$ cat src/hw/rtl/rmq_sqrt.sv
`timescale 1ns / 1ps
`default_nettype none
// ----------------------------------------------------------------------------
// rmq_sqrt
// pipelined integer square root, one root bit per stage
// ----------------------------------------------------------------------------
module rmq_sqrt #(
   parameter int N      = 19,
   parameter int SIDE_W = 62
) (
   input  wire               clock,
   input  wire               reset,
   input  wire               en,
   input  wire               in_valid,
   input  wire  [2*N-1:0]    x,
   input  wire  [SIDE_W-1:0] side_in,
   output logic              out_valid,
   output logic [N-1:0]      root,
   output logic [SIDE_W-1:0] side_out
);

   logic [N-1:0]      v_ff;
   logic [2*N-1:0]    x_ff    [N];
   logic [N+1:0]      rem_ff  [N];
   logic [N-1:0]      root_ff [N];
   logic [SIDE_W-1:0] side_ff [N];

   for (genvar i = 0; i < N; i++) begin : g_stage
      logic              v_prev;
      logic [2*N-1:0]    x_prev;
      logic [N+1:0]      rem_prev, rem_sh, trial, rem_in;
      logic [N-1:0]      root_prev, root_in;
      logic [SIDE_W-1:0] side_prev;

      if (i == 0) begin : g_first
         assign v_prev    = in_valid;
         assign x_prev    = x;
         assign rem_prev  = '0;
         assign root_prev = '0;
         assign side_prev = side_in;
      end else begin : g_next
         assign v_prev    = v_ff[i-1];
         assign x_prev    = x_ff[i-1];
         assign rem_prev  = rem_ff[i-1];
         assign root_prev = root_ff[i-1];
         assign side_prev = side_ff[i-1];
      end

      always_comb begin
         rem_sh = {rem_prev[N-1:0], x_prev[2*(N-1-i) +: 2]};
         trial  = {root_prev, 2'b01};
         if (rem_sh >= trial) begin
            rem_in  = rem_sh - trial;
            root_in = {root_prev[N-2:0], 1'b1};
         end else begin
            rem_in  = rem_sh;
            root_in = {root_prev[N-2:0], 1'b0};
         end
      end

      always_ff @(posedge clock) begin
         if (reset) begin
            v_ff[i] <= 1'b0;
         end else if (en) begin
            v_ff[i] <= v_prev;
         end
      end

      always_ff @(posedge clock) begin
         if (en) begin
            x_ff[i]    <= x_prev;
            rem_ff[i]  <= rem_in;
            root_ff[i] <= root_in;
            side_ff[i] <= side_prev;
         end
      end
   end

   assign out_valid = v_ff[N-1];
   assign root      = root_ff[N-1];
   assign side_out  = side_ff[N-1];

endmodule
`default_nettype wire

$ cat config.mk
export PLATFORM = sky130hd
export DESIGN_NAME = rmq_sqrt
export DESIGN_NICKNAME = d
export VERILOG_FILES = /design/src/hw/rtl/rmq_sqrt.sv
export SDC_FILE = /design/constraint.sdc
export NUM_CORES = 2
export LEC_CHECK = 0
export ABC_AREA = 1
export BUFFER_PORTS_ARGS = -buffer_cell sky130_fd_sc_hd__buf_2
export CORE_UTILIZATION = 67
export DETAILED_ROUTE_END_ITERATION = 10
export GPL_TIMING_DRIVEN = 0
export PLACE_DENSITY = 0.93
export SLEW_MARGIN = 15
export SYNTH_ARGS = -nofsm -noshare
export SYNTH_HDL_FRONTEND = slang
export SYNTH_SLANG_ARGS = --single-unit
$ cat constraint.sdc
create_clock -name clock -period 3.25 [get_ports clock]
set_input_delay 0.325 -clock clock [delete_from_list [all_inputs] [get_ports clock]]
set_output_delay 0.325 -clock clock [all_outputs]
set_load 0.02 [all_outputs]
==> flow_summary_export.csv <==
group,metric,value,unit
run_status,status,"finished clean",
grt,grt_max_degree,166,
worst_hold_path,hold_path_end,"side_ff[4][49]",
die,num_rows,126,
power_and_ir_drop,power.density,684,mW/mm²
yosys,yosysTopAreaCell,"edfxtp_1",
yosys,synth_top_area_share,75.9,%
yosys,yosys.area_share.simple,12.6,%
layout,fillers,6783,
grt,track_usage,29.4,%
yosys,mappedNetlistNets,6283,
layout,final_nets,6779,
clock_tree,htree_levels,4,
yosys,yosys-mux-area-fraction,0,%
routing,dr.pass1.iters,8,
sta,layout_min_cycle_time,3.10,ns
routing,antenna_left,0,
grt,overflow,0,
worst_hold_path,min_path_cells,2,
worst_setup_path,r2r_start,"rem_ff[9][0]",
worst_setup_path,reg2regPathDepth,10,
sta,fmax,322,MHz
clock_tree,cts-root-buf,"clkbuf_16",
routing,drt_wl_total,176000,µm
placement,port_buffers,184,
worst_hold_path,hp-start,"en",
sta,slew_violations,0,
yosys,synth_cells,5969,
layout,drive_gt1_share,9.07,%
clock_tree,clk_path_buf_depth,3,
yosys,ys_seq_area_share,76.3,%
layout,register_area,0.0613,mm²
layout,finish.utilization,76.8,%
yosys,synth-xor-area-share,1.45,%
clock_tree,post_cts_buffers,0,
worst_setup_path,crit_type,"flop to flop",
clock_tree,cts_tree,"done",
sta,setup_viol,0,
yosys,synth_edf_count,2030,
yosys,synth_area_leaders,"edfxtp_1 (76%), nand2_1 (7.3%), inv_1 (3.4%)",
layout,multi_input_area,0.0159,mm²
yosys,netlist_top_cells_count,"edfxtp_1 (2030), nand2_1 (1555), inv_1 (737), nor2_1 (399), nand3_1 (254)",
sta,max_slew_margin,41.4,%
routing,vias,46800,
die,core_area,0.119,mm²
clock_tree,cts_buffers,188,
clock_tree,cts.sinks,2049,
worst_setup_path,cp.required,3.72,ns
placement,dp.final_hpwl,101000,µm
sta,clock_skew,0.0679,ns
grt,grt_pass1_vias,46800,
die,ios,186,
sta,hold_viol,0,
sta,worst_pin_slew,0.878,ns
grt,grt_pass1_wl,266000,µm
yosys,synth_compound_area_share,2.43,%
yosys,netlist_area,0.0804,mm²
die,initial_core_util,67.8,%
worst_hold_path,hold_path_class,"primary input to flop",
worst_setup_path,r2r_slack,0.15,ns
yosys,syn_area_per_cell,13.5,µm²
routing,drc_errors,0,
routing,post_drt_wl_per_cell,21.5,µm
placement,gp_congestion,0.907,
clock_tree,path_clk_slew,0.07,ns
yosys,yosysUniqueCellTypes,55,
yosys,synth.most_common_cell,"edfxtp_1",
yosys,ys_warn_count,0,
worst_setup_path,rr_endpoint,"rem_ff[10][13]",
yosys,synthAdderAreaFrac,3.27,%
die,die_w,348,µm
clock_tree,clk_latency,0.82,ns
yosys,synthArstFlopShare,0,%
yosys,ys.flop_type,"edfxtp_1",
die,die_h,348,µm
worst_setup_path,crit_path_end_kind,"flop",
power_and_ir_drop,vdd_ir_drop_max,0.682,mV
yosys,synth-seq-cells,2049,
sta,finalCritPeriodShare,95.5,%
die,dieArea,0.121,mm²
layout,layout-area-overhead-vs-synth,13.4,%
layout,postLayoutCellArea,0.0911,mm²
worst_setup_path,crit_fanout,10,
power_and_ir_drop,leakage,36.6,nW
yosys,synth_top_family_by_area,"simple AND/OR/NAND/NOR gates",
flow_run,cap_violations,0,
placement,placed_cell_area,0.0837,mm²
routing,via_per_inst,5.70,
worst_setup_path,crit_arrival,3.57,ns
routing,drt-initial-drc-count,5302,
grt,antenna_found_initial,6,
worst_setup_path,cp-start-kind,"flop",
sta,rsz0062_at_grt,"false",
-- critical path, cell delays in order, from the launching register on --
cell,delay (ns)
edfxtp_1,0.46
ha_1,0.46
o21ai_1,0.15
nand2_2,0.13
nand2_1,0.06
nand2_1,0.12
nand3_1,0.21
nand3_2,0.28
inv_2,0.13
buf_6,0.17
a21oi_1,0.57
-- layout by cell type (no fill, tap or decap), drive strengths merged, types with 2 or more instances in the layout --
cell / Yosys / final
a21o: 9 / 9
bufbuf: 0 / 3
clkinv: 2 / 77
nor4: 3 / 3
a31oi: 2 / 2
buf: 36 / 236
and2: 4 / 4
or2: 13 / 13
inv: 746 / 754
nand3: 260 / 260
xor2: 85 / 85
nor3: 39 / 39
nand4: 56 / 56
clkinvlp: 0 / 8
o21ai: 132 / 132
diode: 0 / 6
dlygate4sd3: 0 / 103
nor2: 419 / 419
bufinv: 0 / 17
o211ai: 3 / 3
o21a: 4 / 4
a21boi: 2 / 2
nand2b: 4 / 4
clkbuf: 5 / 235
o21bai: 7 / 7
ha: 210 / 210
and3: 2 / 2
edfxtp: 2030 / 2030
dfxtp: 19 / 19
nand2: 1580 / 1580
nand3b: 48 / 48
a21oi: 197 / 197
xnor2: 48 / 48
-- area by class of cell --
type	count	area share, %
diodes	6	0.0165
plain buffers	41	0.394
clock buffers	230	5.54
clock inverters	108	1.30
inverters	748	3.08
multi-input cells	3131	17.4
flip-flops and latches	2049	67.3
well taps	1600	2.20
repair buffers	306	2.73
-- sequential cells by signal, indices dropped and copies added, names as in the netlist --
name,flops
g_stage.v_prev,18
out_valid,1
rem_ff,320
root_ff,190
side_ff,1178
x_ff,342
-- how the worst max path moves through the flow --
stage | start | endpoint | cells after the start
after floorplan | rem_ff[0][0] | rem_ff[1][13] | 9
after global placement | en | g_stage[2].v_prev | 5
after detailed placement | en | side_ff[18][20] | 6
after CTS | rem_ff[9][0] | rem_ff[10][13] | 10
after global routing | rem_ff[9][0] | rem_ff[10][13] | 10
final | rem_ff[9][0] | rem_ff[10][13] | 10
-- stage by stage --
step                      hold slack [ns]  power [mW]  worst slack, ns  instances  setup TNS, ns
after floorplan                     0.400        37.0             1.19       5969              0
after global placement              0.400        40.7           -36.84       7753              -
after detailed placement            0.405        39.6            -1.33       7766        -595.41
after CTS                          0.0731        62.2            0.434       8213              0
after global routing               0.0869        64.4           0.0938       8214              0
final                               0.115        62.3            0.146       8219              0
-- metal layers --
| layer | part of all wire [%] | wire length (µm) | GRT usage (%) | vias up |
|---|---|---|---|---|
| met4 | 5.2 | 9110 | 14.2 | 0 |
| met1 | 37 | 64500 | 35.3 | 22100 |
| met3 | 7.6 | 13400 | 5.72 | 720 |
| li1 | - | - | - | 21500 |
| met5 | 0 | 0 | 0 | - |
| met2 | 51 | 89300 | 51.0 | 2461 |
-- power breakdown --
group / total, mW / switching (mW) / leakage (nW) / internal (mW)
sequential: 32.7 / 1.19 / 19.9 / 31.6
clock: 22.5 / 10.0 / 3.03 / 12.5
combinational: 7.03 / 4.78 / 13.7 / 2.25
-- logic make-up (layout without fill, tap and decap cells) --
logic type,after synthesis,after routing
AOI/OAI and AO/OA,359,359
other,1,7
and+or+nand+nor,2428,2428
xor gates and xnor gates,133,133
buffers and inverters,789,1433
adders and majority gates,210,210
DFF,2049,2049
-- repair_timing --
action                                  in CTS  in global routing
gates resized for setup                      0                  0
hold endpoints to repair                   141                  0
endpoints found under the setup margin     322                  0
hold buffers                               106                  0
No activity file was read; power rests on OpenSTA's default activity.
