### config.mk
export PLATFORM = sky130hd
export DESIGN_NAME = rmq_front
export DESIGN_NICKNAME = d
export VERILOG_FILES = /design/src/hw/rtl/rmq_pkg.sv /design/src/hw/rtl/rmq_front.sv
export SDC_FILE = /design/constraint.sdc
export NUM_CORES = 1
export LEC_CHECK = 0
export BUFFER_PORTS_ARGS = -buffer_cell sky130_fd_sc_hd__buf_2
export CORE_MARGIN = 4
export CORE_UTILIZATION = 50
export CTS_CLUSTER_DIAMETER = 30
export DETAILED_ROUTE_END_ITERATION = 6
export PLACE_DENSITY_LB_ADDON = 0.3
export SLEW_MARGIN = 0
export SYNTH_ARGS = -nofsm -noshare
export SYNTH_HDL_FRONTEND = slang
export SYNTH_SLANG_ARGS = --single-unit
export TNS_END_PERCENT = 1
### constraint.sdc
create_clock -name clock -period 13.7 [get_ports clock]
set_clock_uncertainty 0.05 [all_clocks]
set_input_delay 2.74 -clock clock [delete_from_list [all_inputs] [get_ports clock]]
set_output_delay 2.74 -clock clock [all_outputs]
set_load 0.03 [all_outputs]
### src/hw/rtl/rmq_pkg.sv
`timescale 1ns / 1ps
// ----------------------------------------------------------------------------
// rmq_pkg
// shared types and constants of the rotation matrix to quaternion unit
// ----------------------------------------------------------------------------
package rmq_pkg;

   localparam int IN_W  = 18;
   localparam int OUT_W = 18;
   localparam int NUM_W = 19;
   localparam int SUM_W = 20;

   typedef enum logic [1:0] {
      BR_TRACE = 2'd0,
      BR_X     = 2'd1,
      BR_Y     = 2'd2,
      BR_Z     = 2'd3
   } branch_type;

   typedef struct packed {
      logic       valid;
      branch_type branch;
   } stage_ctl_type;

endpackage

### src/hw/rtl/rmq_front.sv
`timescale 1ns / 1ps
`default_nettype none
// ----------------------------------------------------------------------------
// rmq_front
// diagonal combinations, branch pick, radicand and numerator magnitudes
// ----------------------------------------------------------------------------
module rmq_front
   import rmq_pkg::*;
#(
   parameter int FRAC_BITS = 16,
   parameter int RAD_W     = 21
) (
   input  wire                         clock,
   input  wire                         reset,
   input  wire                         en,
   input  wire                         in_valid,
   input  wire  [9*IN_W-1:0]           in_data,
   output stage_ctl_type               ctl,
   output logic [RAD_W-1:0]            rad,
   output logic [3*NUM_W-1:0]          mag,
   output logic [2:0]                  sign
);

   logic signed [IN_W-1:0]  m [9];
   logic signed [SUM_W-1:0] e [9];
   logic signed [SUM_W-1:0] tr, t1, t2, t3, comb;
   logic signed [RAD_W:0]   rad_s;
   logic signed [NUM_W-1:0] n [3];
   logic [NUM_W-1:0]        mag_c [3];
   branch_type              branch_c;

   stage_ctl_type           ctl_ff, ctl_in;
   logic [RAD_W-1:0]        rad_ff, rad_in;
   logic [3*NUM_W-1:0]      mag_ff, mag_in;
   logic [2:0]              sign_ff, sign_in;

   always_comb begin
      for (int k = 0; k < 9; k++) begin
         m[k] = in_data[k*IN_W +: IN_W];
         e[k] = SUM_W'(m[k]);
      end
      tr = e[0] + e[4] + e[8];
      t1 = e[0] - e[4] - e[8];
      t2 = e[4] - e[0] - e[8];
      t3 = e[8] - e[0] - e[4];
      if (tr > 0) begin
         branch_c = BR_TRACE;
         comb     = tr;
         n[0] = NUM_W'(m[7]) - NUM_W'(m[5]);
         n[1] = NUM_W'(m[2]) - NUM_W'(m[6]);
         n[2] = NUM_W'(m[3]) - NUM_W'(m[1]);
      end else if (t1 > t2 && t1 > t3) begin
         branch_c = BR_X;
         comb     = t1;
         n[0] = NUM_W'(m[7]) - NUM_W'(m[5]);
         n[1] = NUM_W'(m[3]) + NUM_W'(m[1]);
         n[2] = NUM_W'(m[6]) + NUM_W'(m[2]);
      end else if (t2 > t1 && t2 > t3) begin
         branch_c = BR_Y;
         comb     = t2;
         n[0] = NUM_W'(m[2]) - NUM_W'(m[6]);
         n[1] = NUM_W'(m[3]) + NUM_W'(m[1]);
         n[2] = NUM_W'(m[7]) + NUM_W'(m[5]);
      end else begin
         branch_c = BR_Z;
         comb     = t3;
         n[0] = NUM_W'(m[3]) - NUM_W'(m[1]);
         n[1] = NUM_W'(m[6]) + NUM_W'(m[2]);
         n[2] = NUM_W'(m[7]) + NUM_W'(m[5]);
      end
      rad_s = ((RAD_W+1)'(1) <<< FRAC_BITS) + (RAD_W+1)'(comb);
      rad_in = rad_s[RAD_W] ? '0 : rad_s[RAD_W-1:0];
      for (int k = 0; k < 3; k++) begin
         mag_c[k] = n[k][NUM_W-1] ? NUM_W'(-n[k]) : NUM_W'(n[k]);
         mag_in[k*NUM_W +: NUM_W] = mag_c[k];
         sign_in[k] = n[k][NUM_W-1];
      end
      ctl_in.valid  = in_valid;
      ctl_in.branch = branch_c;
   end

   always_ff @(posedge clock) begin
      if (reset) begin
         ctl_ff.valid <= 1'b0;
      end else if (en) begin
         ctl_ff.valid <= ctl_in.valid;
      end
   end

   always_ff @(posedge clock) begin
      if (en) begin
         ctl_ff.branch <= ctl_in.branch;
         rad_ff        <= rad_in;
         mag_ff        <= mag_in;
         sign_ff       <= sign_in;
      end
   end

   assign ctl  = ctl_ff;
   assign rad  = rad_ff;
   assign mag  = mag_ff;
   assign sign = sign_ff;

endmodule
`default_nettype wire

==> metrics.yaml, run 1 <==
tritoncts: "done"
setup_viol: 0
io_buffers: 249
clk_latency_ns: 0.36
powerDensity_mw_per_mm2: 201
period_minus_slack_ns: 11.47
max_freq_mhz: 87.2
area_growth_pct: 10.9
fp.coreArea_mm2: 0.0338
grt.total_usage: 0.297
cp_slowest_cell: "o22ai_1"
switchingPower_mw: 2.20
hold_class: "reg2reg"
drv_slew: 0
yosysUniqueCellTypes: 92
seq_power_share: 0.140
slowest_delay_ns: 0.82
drtPass1Iterations: 5
p_sw_frac: 0.570
vias_per_cell: 6.04
critPathMaxFanout: 23
synthesis.nets: 2594
cpMostUsedCell: "a21oi_1"
ctsHoldBuffers: 0
synth-seq-area-share: 0.145
finalHoldViolCount: 0
antenna_left: 0
max_cap_violations: 0
p_clk_frac: 0.069
die_y_um: 194
postCtsSetupBuffers: 0
place_congestion: 0.968
synth_area_mm2: 0.0173
diodes: 0
antenna_found_initial: 1
rows: 67
syn_inst: 2101
wire_per_inst_um: 21.0
critical_path_required_ns: 13.77
dp_hpwl_mm: 48.5
avgSynthCellArea_um2: 8.23
drtIter0Drc: 1790
finalCritPeriodShare: 0.838
whs_ns: 0.445
grt_pass1_vias: 16240
critPathKind: "in2reg"
cts_buffers: 9
fin_nets: 2798
start_util: 0.512
io_pins: 250
combPwrFrac: 0.792
cts.path.max_buffers: 2
startpoint_type: "primary input"
synth_top_flop_cell: "edfxtp_1"
internal-power_mw: 1.66
synth_seq_cells: 84
wl_mm: 57.9
worst_setup_path_end_kind: "register"
die_area_mm2: 0.0376
p_leak_nw: 8.71
grt_pass1_wl_mm: 89.8
fin_tns_setup_ns: 0
grt_max_degree: 78
dr_total_vias: 16646
ctsResizeCount: 0
htreeDepth: 3
relSlewSlack: 0.0967
remaining_drc_errors: 0
async_reset_ff_frac: 0
drive_gt1_frac: 0.140
rsz0062_at_grt: "false"
ys.warnings.count: 0
grt.overflow.total: 0
irDropWorstVdd_v: 0.000202
clock-sinks: 84
status: "finished, final reports clean"
tightest_slew_ns: 1.34
fillers: 3225
synth_edf_count: 83
die_width_um: 194
critPathArrivalTime_ns: 11.54
cts_root_buf: "clkbuf_16"
clkTransAtPathRegs_ns: 0.08
power groups by stage:
stage / Sequential, mW / Clock [mW] / Combinational (mW)
after CTS: 0.539 / 0.269 / 3.00
after global placement: 0.544 / 0 / 2.96
final: 0.538 / 0.264 / 3.05
after detailed placement: 0.543 / 0 / 2.98
after floorplan: 0.789 / 0 / 1.89
after global routing: 0.549 / 0.280 / 3.30
per-stage QoR:
stage | area [um^2] | std cells | setup slack (ns) | util | power, mW
6_report | 19200 | 2758 | 2.23 | 0.567 | 3.86
5_1_grt | 19200 | 2758 | 1.65 | 0.567 | 4.13
4_1_cts | 19200 | 2758 | 2.38 | 0.567 | 3.80
3_5_place_dp | 18900 | 2742 | 2.01 | 0.559 | 3.52
3_3_place_gp | 18900 | 2742 | 2.27 | 0.559 | 3.50
2_1_floorplan | 17300 | 2101 | 3.40 | - | 2.68
layer usage:
layer | wire length, um | global-route usage | vias up | part of all wire
met5 | 0 | 0 | - | 0
met4 | 1330 | 0.0719 | 0 | 0.023
met3 | 5170 | 0.0513 | 79 | 0.089
met2 | 24600 | 0.452 | 715 | 0.43
met1 | 26700 | 0.439 | 7878 | 0.46
li1 | - | - | 7974 | -
layout make-up:
| cell class | instances | area, um^2 | share of cell area |
|---|---|---|---|
| clock buffer | 9 | 225 | 0.0117 |
| clock inverter | 7 | 76.3 | 0.00398 |
| inverter | 214 | 803 | 0.0419 |
| multi-input combinational | 1735 | 13700 | 0.712 |
| sequential | 84 | 2510 | 0.131 |
| tap | 448 | 561 | 0.0292 |
| timing repair buffer | 261 | 1340 | 0.0698 |
flip-flops by register name, indices dropped and copies added, names as in the netlist:
signal / flops
mag: 57
ctl: 3
rad: 21
sign: 3
cells by family (layout without fill, tap and decap cells):
logic type | count (synthesis) | after routing | share of synthesized area
other cells | 1 | 1 | 0.000217
buf+inv | 282 | 491 | 0.0649
simple gates | 566 | 566 | 0.163
mux | 15 | 15 | 0.00898
compound gates | 635 | 635 | 0.249
flops | 84 | 84 | 0.145
fa+ha+maj | 330 | 330 | 0.273
xor+xnor | 188 | 188 | 0.0953
cell usage after synthesis (32+ instances only):
cell type	n	area, um^2
xor2_1	44	385
nand2b_1	33	206
nand3_1	53	265
ha_1	248	3100
nand2_1	96	360
a21oi_1	164	821
o21ai_0	99	495
clkbuf_1	34	128
a21o_1	46	345
nor2b_1	42	263
fa_1	79	1580
o21a_1	32	240
nor2_1	176	661
o211ai_1	33	248
nor3_1	47	235
edfxtp_1	83	2490
inv_1	212	796
xnor2_1	144	1260
critical path: cells and delay by family:
family | cells | cell delay [ns]
AO/OA/AOI/OAI | 15 | 4.53
XOR/XNOR | 2 | 0.48
adder cells (fa/ha/maj) | 4 | 1.61
buffers and inverters | 3 | 1.08
AND/OR/NAND/NOR | 5 | 1.09
cell usage in the layout (no fill, tap or decap), types with 42 or more instances in the layout:
master	netlist	final
ha_1	248	248
buf_2	20	248
inv_1	212	212
nor2_1	176	176
a21oi_1	164	164
xnor2_1	144	144
o21ai_0	99	99
nand2_1	96	95
edfxtp_1	83	83
fa_1	79	79
nand3_1	53	53
nor3_1	47	47
a21o_1	46	46
xor2_1	44	44
nor2b_1	42	42
worst paths after layout:
| kind | startpoint | endpoint | slack [ns] | cells after the start |
|---|---|---|---|---|
| worst max-delay path | in_data[2] | mag[4] | 2.23 | 29 |
| worst min-delay path | ctl[2] | ctl[2] | 0.44 | 2 |
| worst max register to register | ctl[2] | ctl[2] | 13.07 | 2 |
| worst min register to register | ctl[2] | ctl[2] | 0.44 | 2 |
Power figures use the tool's default switching activity.
==> inputs of run 2 (changes only) <==
--- a/config.mk
+++ b/config.mk
@@ -5,6 +5,7 @@
 export SDC_FILE = /design/constraint.sdc
 export NUM_CORES = 1
 export LEC_CHECK = 0
+export ABC_AREA = 1
 export BUFFER_PORTS_ARGS = -buffer_cell sky130_fd_sc_hd__buf_2
 export CORE_MARGIN = 4
 export CORE_UTILIZATION = 50
==> constraint.sdc (replaced) <==
create_clock -name clock -period 10.4 [get_ports clock]
set_clock_uncertainty 0.05 [all_clocks]
set_input_delay 2.08 -clock clock [delete_from_list [all_inputs] [get_ports clock]]
set_output_delay 2.08 -clock clock [all_outputs]
set_load 0.03 [all_outputs]
==> metrics.yaml, run 2 <==
status: "finished, final reports clean"
cts_root_buf: "clkbuf_16"
fin_nets: 3445  # +23%
r2r-end: "ctl[2]"
whs_ns: 0.478  # +0.0330 ns
drtPass1Iterations: 6  # +1
max_cap_violations: 0  # unchanged
dr_total_vias: 19357  # +16%
period_minus_slack_ns: 9.14
io_buffers: 249  # unchanged
critical_path_required_ns: 10.48  # -3.29 ns
dp_slack_ns: 1.16  # -0.856 ns
grt.total_usage: 0.315  # +0.0182
fin_tns_setup_ns: 0  # unchanged
vias_per_cell: 5.65  # -6.4%
ctsResizeCount: 0  # unchanged
rows: 70  # +4.5%
yosys.area.top_type: "ha_1"
min_from: "ctl[2]"
yosysUniqueCellTypes: 63  # -32%
cts.path.max_buffers: 2  # unchanged
yosysMostFrequentCell: "nand2_1"
grt.overflow.total: 0  # unchanged
area_growth_pct: 9.80
synth_area_mm2: 0.0185  # +7.3%
tritoncts: "done"
grt_pass1_vias: 17922  # +10%
ys_top_cells_by_area: "ha_1 17%, nand2_1 14%, edfxtp_1 13%"
drv_slew: 0  # unchanged
die_y_um: 201  # +3.4%
irDropWorstVdd_v: 0.000211  # +4.8%
synth-seq-area-share: 0.135  # -0.00988
final_common_cell: "nand2_1"
die_area_mm2: 0.0402  # +7.0%
rsz0062_at_grt: "false"
tightest_slew_ns: 0.932  # -0.406 ns
diodes: 0  # unchanged
fp.coreArea_mm2: 0.0366  # +8.4%
cts_buffers: 9  # unchanged
htreeDepth: 3  # unchanged
die_width_um: 201  # +3.4%
place_congestion: 0.980  # +1.2%
wl_mm: 66.2  # +14%
max_freq_mhz: 109
synth_top_flop_cell: "edfxtp_1"
antenna_left: 0  # unchanged
slowest_delay_ns: 0.68  # -0.14 ns
cpMostUsedCell: "nand2_1"
syn_inst: 2752  # +31%
synth_seq_cells: 84  # unchanged
remaining_drc_errors: 0  # unchanged
synth_common_cells: "688 x nand2_1, 439 x inv_1, 248 x ha_1"
antenna_found_initial: 0  # -1
r2r_cells: 2  # unchanged
ys.warnings.count: 0  # unchanged
min_to: "ctl[2]"
grt_max_degree: 86  # +10%
worst_slack_ns: 1.26  # -0.966 ns
hold_class: "reg2reg"
yosysTopAreaCellShare: 0.167  # -0.0122
critPathMaxFanout: 34  # +48%
hold-path-cell-count: 2  # unchanged
io_pins: 250  # unchanged
clock-sinks: 84  # unchanged
clkTransAtPathRegs_ns: 0.09  # about the same
drive_gt1_frac: 0.120  # -0.0199
r2r_setup_slack_ns: 9.76  # -3.31 ns
async_reset_ff_frac: 0  # unchanged
ctsHoldBuffers: 0  # unchanged
fillers: 3686  # +14%
synthesis.nets: 3245  # +25%
critPathKind: "in2reg"
largest_reg_flops: 57  # unchanged
relSlewSlack: 0.379  # +0.282
worst_setup_path_end_kind: "register"
wire_per_inst_um: 19.3  # -7.9%
grt_pass1_wl_mm: 101  # +12%
critPathArrivalTime_ns: 9.22  # -2.32 ns
start_util: 0.507  # -0.00508
postCtsSetupBuffers: 0  # unchanged
synth_edf_count: 83  # unchanged
finalCritPeriodShare: 0.879
p_leak_nw: 11.0  # +26%
avgSynthCellArea_um2: 6.74  # -18%
setup_viol: 0  # unchanged
startpoint_type: "primary input"
cp_slowest_cell: "fa_1"
crit-reg2reg-launch: "ctl[2]"
finalHoldViolCount: 0  # unchanged
powerDensity_mw_per_mm2: 281  # +40%
dp_hpwl_mm: 56.9  # +17%
layout_common_cells: "688 x nand2_1, 439 x inv_1, 248 x ha_1, 248 x buf_2, 192 x nor2_1"
drtIter0Drc: 2116  # +18%
clk_latency_ns: 0.36  # about the same
## run 2: cell types whose count changed after synthesis, moves of 32 or more
cell	change
nand4_1	+32
xnor2_1	-113
nand2_1	+592
xor2_1	+83
nor2b_1	-42
nand3_1	+135
inv_1	+227
nand2b_1	-33
## run 2: cell families after synthesis
family          count (synthesis)  share of synthesized area
other cells                     1                   0.000202
buf+inv                       512                      0.110
mux                             1                   0.000540
xor+xnor                      159                     0.0755
simple gates                 1236                      0.291
fa+ha+maj                     327                      0.253
compound gates                432                      0.134
flops                          84                      0.135
## run 2: layout make-up
class                      count  area, um^2  share of cell area
multi-input combinational   2156       14000               0.687
sequential                    84        2510               0.123
inverter                     449        1690              0.0828
timing repair buffer         252        1280              0.0630
tap                          468         586              0.0288
clock buffer                   9         225              0.0111
clock inverter                 7        78.8             0.00387
## run 2: where the power goes
group / internal [mW] / total (mW) / switching [mW] / leakage [nW]
Combinational: 1.32 / 4.65 / 3.33 / 10.0
Sequential: 0.671 / 0.731 / 0.0601 / 0.818
Clock: 0.172 / 0.345 / 0.173 / 0.150
## run 2: per-stage QoR
| stage | power, mW | instance area [um^2] | instances | utilization |
|---|---|---|---|---|
| 2_1_floorplan | 4.01 | 18500 | 2752 | - |
| 3_5_place_dp | 5.24 | 20100 | 3409 | 0.548 |
| 4_1_cts | 5.60 | 20400 | 3425 | 0.556 |
| 6_report | 5.72 | 20400 | 3425 | 0.556 |
| 5_1_grt | 6.17 | 20400 | 3425 | 0.556 |
| 3_3_place_gp | 5.21 | 20100 | 3409 | 0.548 |
## run 2: worst max path at each step
stage	startpoint	to	slack [ns]
after floorplan	in_data[2]	mag[10]	3.01
after global placement	in_data[2]	rad[4]	1.40
after detailed placement	in_data[2]	rad[4]	1.16
after CTS	in_data[2]	rad[4]	1.52
after global routing	in_data[2]	mag[45]	0.76
final	in_data[2]	rad[4]	1.26
## run 2: critical path, delay by kind of cell
kind	cells	cell delay, ns
xor gates and xnor gates	1	0.36
AOI/OAI and AO/OA	11	2.09
buffers and inverters	7	1.07
adders and majority gates	4	1.65
and+or+nand+nor	12	1.92
## run 2: routing by layer
metal  up-vias  part of all wire  global-route usage
li1       9325                 -                   -
met1      9025              0.48               0.494
met2       938              0.39               0.441
met3        69              0.11              0.0661
met4         0             0.019              0.0664
met5         -                 0                   0
